`config.mk`:
```
export PLATFORM = sky130hd
export DESIGN_NAME = fp_round_to_integral
export DESIGN_NICKNAME = d
export VERILOG_FILES = /design/src/frti_pkg.sv /design/src/fp_round_to_integral.sv /design/src/frti_round.sv
export SDC_FILE = /design/constraint.sdc
export NUM_CORES = 1
export LEC_CHECK = 0
export ABC_CLOCK_PERIOD_IN_PS = 7200
export BUFFER_PORTS_ARGS = -buffer_cell sky130_fd_sc_hd__buf_2
export CORE_ASPECT_RATIO = 1.1
export CORE_MARGIN = 2
export CORE_UTILIZATION = 25
export DETAILED_ROUTE_END_ITERATION = 8
export GPL_ROUTABILITY_DRIVEN = 1
export PLACE_DENSITY = 0.53
export REMOVE_ABC_BUFFERS = 1
export SETUP_SLACK_MARGIN = 0.1
export SYNTH_ARGS = -nofsm -noshare
export SYNTH_HDL_FRONTEND = slang
export SYNTH_SLANG_ARGS = --single-unit
```
`constraint.sdc`:
```
create_clock -name aclk -period 7.2 [get_ports aclk]
set_input_delay 0.72 -clock aclk [delete_from_list [all_inputs] [get_ports aclk]]
set_output_delay 0.72 -clock aclk [all_outputs]
set_load 0.05 [all_outputs]
```
`src/frti_pkg.sv`:
```
// ----------------------------------------------------------------------------
// frti_pkg: shared types and constants for the double round-to-integral block
// Rounding actions, IEEE-754 double field constants and the stage payload.
// ----------------------------------------------------------------------------
package frti_pkg;

    typedef enum logic [1:0] {
        ACT_FLOOR = 2'd0,
        ACT_CEIL  = 2'd1,
        ACT_TRUNC = 2'd2,
        ACT_NEAR  = 2'd3
    } action_t;

    localparam logic [10:0] EXP_MAX  = 11'h7FF;
    localparam logic [10:0] EXP_BIAS = 11'd1023;
    localparam logic [10:0] EXP_INT  = 11'd1075;
    localparam logic [63:0] ONE_BITS = 64'h3FF0_0000_0000_0000;

    typedef struct packed {
        logic [1:0]  action;
        logic [63:0] operand;
    } stage_t;

endpackage

```
`src/fp_round_to_integral.sv`:
```
// ----------------------------------------------------------------------------
// fp_round_to_integral: IEEE-754 double round to integral value
// Input register, one pass of rounding logic, result register.
// ----------------------------------------------------------------------------
//  channel | direction | payload
//  s_      | in        | s_action[1:0], s_operand_bits[63:0]
//  m_      | out       | m_result_bits[63:0]
//
// One beat per cycle sustained while m_ready stays high; m_valid rises once an
// accepted beat has moved from the input register into the result register,
// and a stalled result can hold the beat in the input register until then.
// Reset (aresetn low, synchronous) clears both valid bits.
// A stalled result holds the pipe; stages advance whenever downstream frees.
module fp_round_to_integral (
    input  logic        aclk,
    input  logic        aresetn,
    input  logic        s_valid,
    output logic        s_ready,
    input  logic [1:0]  s_action,
    input  logic [63:0] s_operand_bits,
    output logic        m_valid,
    input  logic        m_ready,
    output logic [63:0] m_result_bits
);

    frti_pkg::stage_t in_reg;
    logic             in_valid_reg;
    logic [63:0]      res_reg;
    logic             res_valid_reg;
    logic [63:0]      res_next;
    logic             adv_out;
    logic             adv_in;

    assign adv_out = in_valid_reg && (!res_valid_reg || m_ready);
    assign s_ready = !in_valid_reg || adv_out;
    assign adv_in  = s_valid && s_ready;

    frti_round u_round (
        .action  (in_reg.action),
        .operand (in_reg.operand),
        .result  (res_next)
    );

    always_ff @(posedge aclk) begin
        if (!aresetn) begin
            in_valid_reg  <= 1'b0;
            res_valid_reg <= 1'b0;
        end else begin
            if (s_ready) in_valid_reg <= s_valid;
            if (adv_out) res_valid_reg <= 1'b1;
            else if (m_ready) res_valid_reg <= 1'b0;
        end
        if (adv_in) in_reg <= '{action: s_action, operand: s_operand_bits};
        if (adv_out) res_reg <= res_next;
    end

    assign m_valid       = res_valid_reg;
    assign m_result_bits = res_reg;

`ifndef SYNTHESIS
    a_hold: assert property (@(posedge aclk) disable iff (!aresetn)
        m_valid && !m_ready |=> m_valid && $stable(m_result_bits))
        else $error("result dropped while stalled");
    a_adv: assert property (@(posedge aclk) disable iff (!aresetn)
        adv_out |=> m_valid)
        else $error("advanced beat not shown");
    a_ready: assert property (@(posedge aclk) disable iff (!aresetn)
        !in_valid_reg |-> s_ready)
        else $error("empty input stage not ready");
`endif

endmodule

```
`src/frti_round.sv`:
```
// ----------------------------------------------------------------------------
// frti_round: combinational rounding of one double to an integral double
// Masks the fraction bits below the binary point and rounds per action.
// ----------------------------------------------------------------------------
module frti_round (
    input  logic [1:0]  action,
    input  logic [63:0] operand,
    output logic [63:0] result
);

    logic        neg;
    logic [10:0] e;
    logic [51:0] frac;
    logic [5:0]  f;
    logic [63:0] unit;
    logic [63:0] mask;
    logic [63:0] rem;
    logic [63:0] base;
    logic [63:0] half;
    logic        odd;
    logic        up;
    logic        up_small;

    always_comb begin
        neg  = operand[63];
        e    = operand[62:52];
        frac = operand[51:0];
        f    = 6'(frti_pkg::EXP_INT - e);
        unit = 64'd1 << f;
        mask = unit - 64'd1;
        rem  = operand & mask;
        base = operand & ~mask;
        half = unit >> 1;
        odd  = (f == 6'd52) ? 1'b1 : |(operand & unit);
        unique case (frti_pkg::action_t'(action))
            frti_pkg::ACT_FLOOR: begin up = neg;  up_small = neg;  end
            frti_pkg::ACT_CEIL:  begin up = !neg; up_small = !neg; end
            frti_pkg::ACT_TRUNC: begin up = 1'b0; up_small = 1'b0; end
            default: begin
                up       = (rem > half) || ((rem == half) && odd);
                up_small = (e == frti_pkg::EXP_BIAS - 11'd1) && (frac != 52'd0);
            end
        endcase
        if (e == frti_pkg::EXP_MAX || e >= frti_pkg::EXP_INT || operand[62:0] == 63'd0) begin
            result = operand;
        end else if (e < frti_pkg::EXP_BIAS) begin
            result = {neg, 63'd0} | (up_small ? frti_pkg::ONE_BITS : 64'd0);
        end else if (rem == 64'd0) begin
            result = operand;
        end else begin
            result = up ? base + unit : base;
        end
    end

endmodule

```
==> Implementation_results.wiki <==
{| class="wikitable"
! Metric !! Value
|-
| Xor and xnor fraction of the mapped netlist area || 4.66%
|-
| Total power per unit cell area || between 150 and 200 nW/um2
|-
| Die Area || between 60000 and 70000 um2
|-
| Worst R2R Start || in_reg[54]$_DFFE_PP_
|-
| Worst clock skew || approximately 11 ps
|-
| Startpoint class of the critical path || flip-flop
|-
| Starting DRT DRC Count || about 1800
|-
| Total clock sinks || roughly 130
|-
| Post-layout instance area || 17900 um2
|-
| Seq/Total Area, Yosys || 26.0%
|-
| Library cell with the largest summed area after synthesis || sky130_fd_sc_hd__edfxtp_1
|-
| Result of the run || finished clean
|-
| Kind of end point of the critical path || flip-flop
|-
| Number of enable flip-flop cells after synthesis || 130
|-
| # hold bufs at CTS || 0
|-
| Share of cells above drive strength 1 || around 17%
|-
| Via count || 16600
|-
| Startpoint of the worst setup timing path || in_reg[54]$_DFFE_PP_
|-
| Post-route setup TNS || 0 ps
|-
| Instance area after placement || roughly 17000 um2
|-
| TritonCTS clock tree || yes
|-
| Critical path arrival || a little over 7000 ps
|-
| Class of the tightest hold or removal check || primary input to flip-flop
|-
| Wire length after detailed routing || between 70000 and 80000 um
|-
| Crit-path max FO || 20
|-
| Number of endpoints failing setup at the final stage || 0
|-
| Overall die width || between 200 and 250 um
|-
| Number of instances in the synthesized netlist || approximately 1900
|-
| Height of the chip || ~260 um
|-
| Worst slew slack as a fraction of its limit || under 10%
|-
| Min Tclk post-route || a little under 7000 ps
|-
| Clock latency on the worst-skew pair || around 500 ps
|-
| Global-route track usage on met2 || 41.2%
|-
| Area contributors post-synth || sky130_fd_sc_hd__edfxtp_1 (26%), sky130_fd_sc_hd__ha_1 (9.4%), sky130_fd_sc_hd__a21oi_1 (4.2%), sky130_fd_sc_hd__nand2_1 (4.2%), sky130_fd_sc_hd__nor2_1 (3.6%)
|-
| GRT Residual Overflow || 0
|-
| Syn_area_per_cell || between 8 and 9 um2
|-
| Highest Clock Rate || ~150 MHz
|-
| Global routing's busiest layer || met2
|-
| Final-report hold violation count || 0
|-
| Largest family of logic cells by synthesized area || compound AO/OA/AOI/OAI gates
|-
| Fraction of the mapped netlist area in compound gates || around 30%
|-
| Crit path required time || between 7000 and 8000 ps
|-
| Number of iterations in the first detailed-routing pass || 7
|-
| Clock root buffer master || sky130_fd_sc_hd__clkbuf_16
|-
| Initial antenna violation count || 1
|-
| Total power || around 0.0031 W
|-
| Vias in the first global route || about 16000
|-
| Post-synth cell types || between 100 and 150
|-
| Post-synthesis instance area || about 15000 um2
|-
| Starting density of the core || 25.3%
|-
| Final net count || 2240
|-
| Slew at the pin closest to its max-slew limit || 1390 ps
|-
| Post-detailed-route via-to-cell ratio || 5.84
|-
| Adder and majority gate portion of the synthesized area || under 10%
|-
| Total Routing Usage GR || 25.0%
|-
| Basic-gate share of the synthesized area counting and, or, nand and nor cells || about 23%
|-
| Max-Cap Viols || 0
|-
| Wirelength per Cell || approximately 28 um
|-
| ANT nets after route || 0
|-
| Pins over their slew limit || 0
|-
| Final Wtd Congestion || roughly 1.0
|-
| Register bit total from synthesis || between 100 and 150
|-
| Multiplexer area fraction after synthesis || about 1.2%
|-
| Leakage power figure || 7.62 nW
|-
| Number of design rule violations left after detail routing || 0
|-
| Layout Area Growth over Synthesis || 18.5%
|-
| Kind of critical path || flip-flop to flip-flop
|-
| CORE AREA || between 50000 and 60000 um2
|-
| Maximum number of pins on one net before global-route repair || 67
|-
| Final-layout fill cell count || around 6400
|-
| Count of H-tree levels built during CTS || 4
|-
| Post-route core utilization || 30.0%
|-
| I/O pin count || between 100 and 150
|-
| Clock buffer count from CTS || 17
|-
| Max Root-Sink Buffers || 2
|-
| HP Start || s_operand_bits[8]
|-
| Clock transition at the registers of the reported paths || approximately 60 ps
|-
| Detailed placement HPWL || around 63000 um
|-
| Fin Hold WS || 392 ps
|-
| Commonest register cell after synthesis || sky130_fd_sc_hd__edfxtp_1
|-
| Setup repair after global routing missed its margin || false
|-
| First-pass GRT wire length || ~110000 um
|-
| Count of input and output buffers || 135
|-
| Met1 usage in global routing || between 30% and 40%
|-
| Area share of the leading cell type in the synthesized netlist || between 20% and 30%
|-
| Number of placement rows || 94
|-
| Met3 Resource Use GR || 4.62%
|-
| Synth async-reset ratio || 0%
|-
| Number of warnings issued by yosys || 0
|-
| Final period util || a little over nine tenths
|-
| Largest register FFs || 66
|-
| IR drop worst, VDD || between 0.0002 and 0.00025 V
|}
## cell usage in the layout (no fill, tap or decap), types with 20 or more instances in the layout
master,n
sky130_fd_sc_hd__a21o_1,68
sky130_fd_sc_hd__buf_4,116
sky130_fd_sc_hd__o21ai_0,88
sky130_fd_sc_hd__buf_2,135
sky130_fd_sc_hd__inv_1,120
sky130_fd_sc_hd__a21oi_1,128
sky130_fd_sc_hd__nand4_1,40
sky130_fd_sc_hd__ha_1,114
sky130_fd_sc_hd__a22o_1,33
sky130_fd_sc_hd__xnor2_1,55
sky130_fd_sc_hd__a31oi_1,27
sky130_fd_sc_hd__nand2_1,170
sky130_fd_sc_hd__nor2b_1,30
sky130_fd_sc_hd__o22ai_1,30
sky130_fd_sc_hd__nor3_1,38
sky130_fd_sc_hd__xor2_1,20
sky130_fd_sc_hd__nand3_1,64
sky130_fd_sc_hd__edfxtp_1,130
sky130_fd_sc_hd__and2_1,44
sky130_fd_sc_hd__nor4_1,28
sky130_fd_sc_hd__and3_1,21
sky130_fd_sc_hd__o21ai_1,23
sky130_fd_sc_hd__nor2_1,146
## report_power, final
group | leakage, nW | internal, W | total, W | switching, W
Combinational | 6.09 | 0.000447 | 0.00132 | 0.000875
Sequential | 1.27 | 0.000907 | 0.000969 | 0.0000613
Clock | 0.257 | 0.000467 | 0.000833 | 0.000366
Total | 7.62 | 0.00182 | 0.00312 | 0.00130
## layout make-up
| class | instances | area [um2] | area share [%] |
|---|---|---|---|
| multi-input combinational | 1522 | 10300 | 57.4 |
| clock inverter | 13 | 110 | 0.614 |
| inverter | 122 | 462 | 2.57 |
| sequential | 132 | 3940 | 22.0 |
| antenna | 2 | 5.00 | 0.0279 |
| tap | 768 | 961 | 5.35 |
| clock buffer | 18 | 429 | 2.39 |
| timing repair buffer | 261 | 1740 | 9.68 |
## cells in the mapped netlist, types with 7 or more instances
cell type / instances
sky130_fd_sc_hd__clkbuf_1: 82
sky130_fd_sc_hd__nand4_1: 40
sky130_fd_sc_hd__a211o_1: 7
sky130_fd_sc_hd__nor3_1: 40
sky130_fd_sc_hd__o21ai_0: 88
sky130_fd_sc_hd__a31oi_1: 27
sky130_fd_sc_hd__nand2_1: 170
sky130_fd_sc_hd__nor2b_1: 31
sky130_fd_sc_hd__o21a_1: 18
sky130_fd_sc_hd__a21oi_1: 128
sky130_fd_sc_hd__buf_2: 20
sky130_fd_sc_hd__a32oi_1: 11
sky130_fd_sc_hd__a221o_1: 7
sky130_fd_sc_hd__xnor2_1: 55
sky130_fd_sc_hd__inv_1: 121
sky130_fd_sc_hd__a22oi_1: 11
sky130_fd_sc_hd__and3_1: 21
sky130_fd_sc_hd__or4_1: 11
sky130_fd_sc_hd__and2_1: 45
sky130_fd_sc_hd__o21ai_2: 12
sky130_fd_sc_hd__o31ai_1: 16
sky130_fd_sc_hd__nand3_1: 64
sky130_fd_sc_hd__nand3b_1: 8
sky130_fd_sc_hd__o211a_1: 7
sky130_fd_sc_hd__o31a_1: 10
sky130_fd_sc_hd__nor2_1: 146
sky130_fd_sc_hd__a21o_1: 68
sky130_fd_sc_hd__edfxtp_1: 130
sky130_fd_sc_hd__o211ai_1: 18
sky130_fd_sc_hd__o21ai_1: 23
sky130_fd_sc_hd__o2111ai_1: 9
sky130_fd_sc_hd__xor2_1: 20
sky130_fd_sc_hd__ha_1: 114
sky130_fd_sc_hd__a22o_1: 33
sky130_fd_sc_hd__nand2b_1: 16
sky130_fd_sc_hd__o21bai_1: 17
sky130_fd_sc_hd__nor4_1: 28
sky130_fd_sc_hd__o22ai_1: 30
sky130_fd_sc_hd__a211oi_1: 13
sky130_fd_sc_hd__mux2i_1: 15
## worst max-delay path: stages (launching register included)
cell and delay [ps]:
sky130_fd_sc_hd__edfxtp_1 350, sky130_fd_sc_hd__inv_1 60, sky130_fd_sc_hd__ha_1 270, sky130_fd_sc_hd__buf_4 210
sky130_fd_sc_hd__nand3b_1 180, sky130_fd_sc_hd__o31a_1 270, sky130_fd_sc_hd__o22ai_1 140, sky130_fd_sc_hd__buf_4 170
sky130_fd_sc_hd__or3_1 570, sky130_fd_sc_hd__nor3_2 310, sky130_fd_sc_hd__buf_4 180, sky130_fd_sc_hd__nand3_1 90
sky130_fd_sc_hd__o21ai_0 390, sky130_fd_sc_hd__ha_1 210, sky130_fd_sc_hd__nand4_1 90, sky130_fd_sc_hd__nor2_1 170
sky130_fd_sc_hd__nand2_1 120, sky130_fd_sc_hd__nor4_1 290, sky130_fd_sc_hd__buf_4 200, sky130_fd_sc_hd__o2111ai_1 100
sky130_fd_sc_hd__or4_1 440, sky130_fd_sc_hd__a2111oi_2 340, sky130_fd_sc_hd__buf_4 210, sky130_fd_sc_hd__a211oi_4 40
sky130_fd_sc_hd__buf_4 290, sky130_fd_sc_hd__or3_1 440, sky130_fd_sc_hd__o211ai_1 240, sky130_fd_sc_hd__a22oi_1 150
## repair_timing
action | in CTS | in global routing
pin swaps | 0 | 1
resized for setup | 2 | 4
hold endpoints to repair | 0 | 0
endpoints found under the setup margin | 43 | 46
setup buffers | 0 | 2
## per-stage QoR
step,setup slack [ps],std cells
floorplan,-2380,1776
global placement,-102,2803
CTS,162,2834
global route,104,2836
detailed placement,-18.1,2803
finish,368,2838
## routing by layer
layer,part of all wire (%),vias up
met5,0.016,-
met4,4.9,2
met3,6.5,175
met2,46,743
met1,42,8167
li1,-,7480
## worst paths after layout
check                           slack [ps]  depth (start not counted)                           to
worst max-delay path                   370                         27  m_result_bits[57]$_DFFE_PP_
worst min register to register         540                          1         m_valid$_SDFFE_PN0P_
worst max register to register         370                         27  m_result_bits[57]$_DFFE_PP_
worst min-delay path                   390                          1          in_reg[8]$_DFFE_PP_
## kinds of logic (layout without fill, tap and decap cells)
group	after synthesis	in the layout
xor+xnor	78	78
fa+ha+maj	114	114
mux	18	18
simple gates	671	671
compound gates	641	641
flops	132	132
other cells	0	2
buf+inv	237	414
Note: power is estimated with default switching activity, not from simulation.
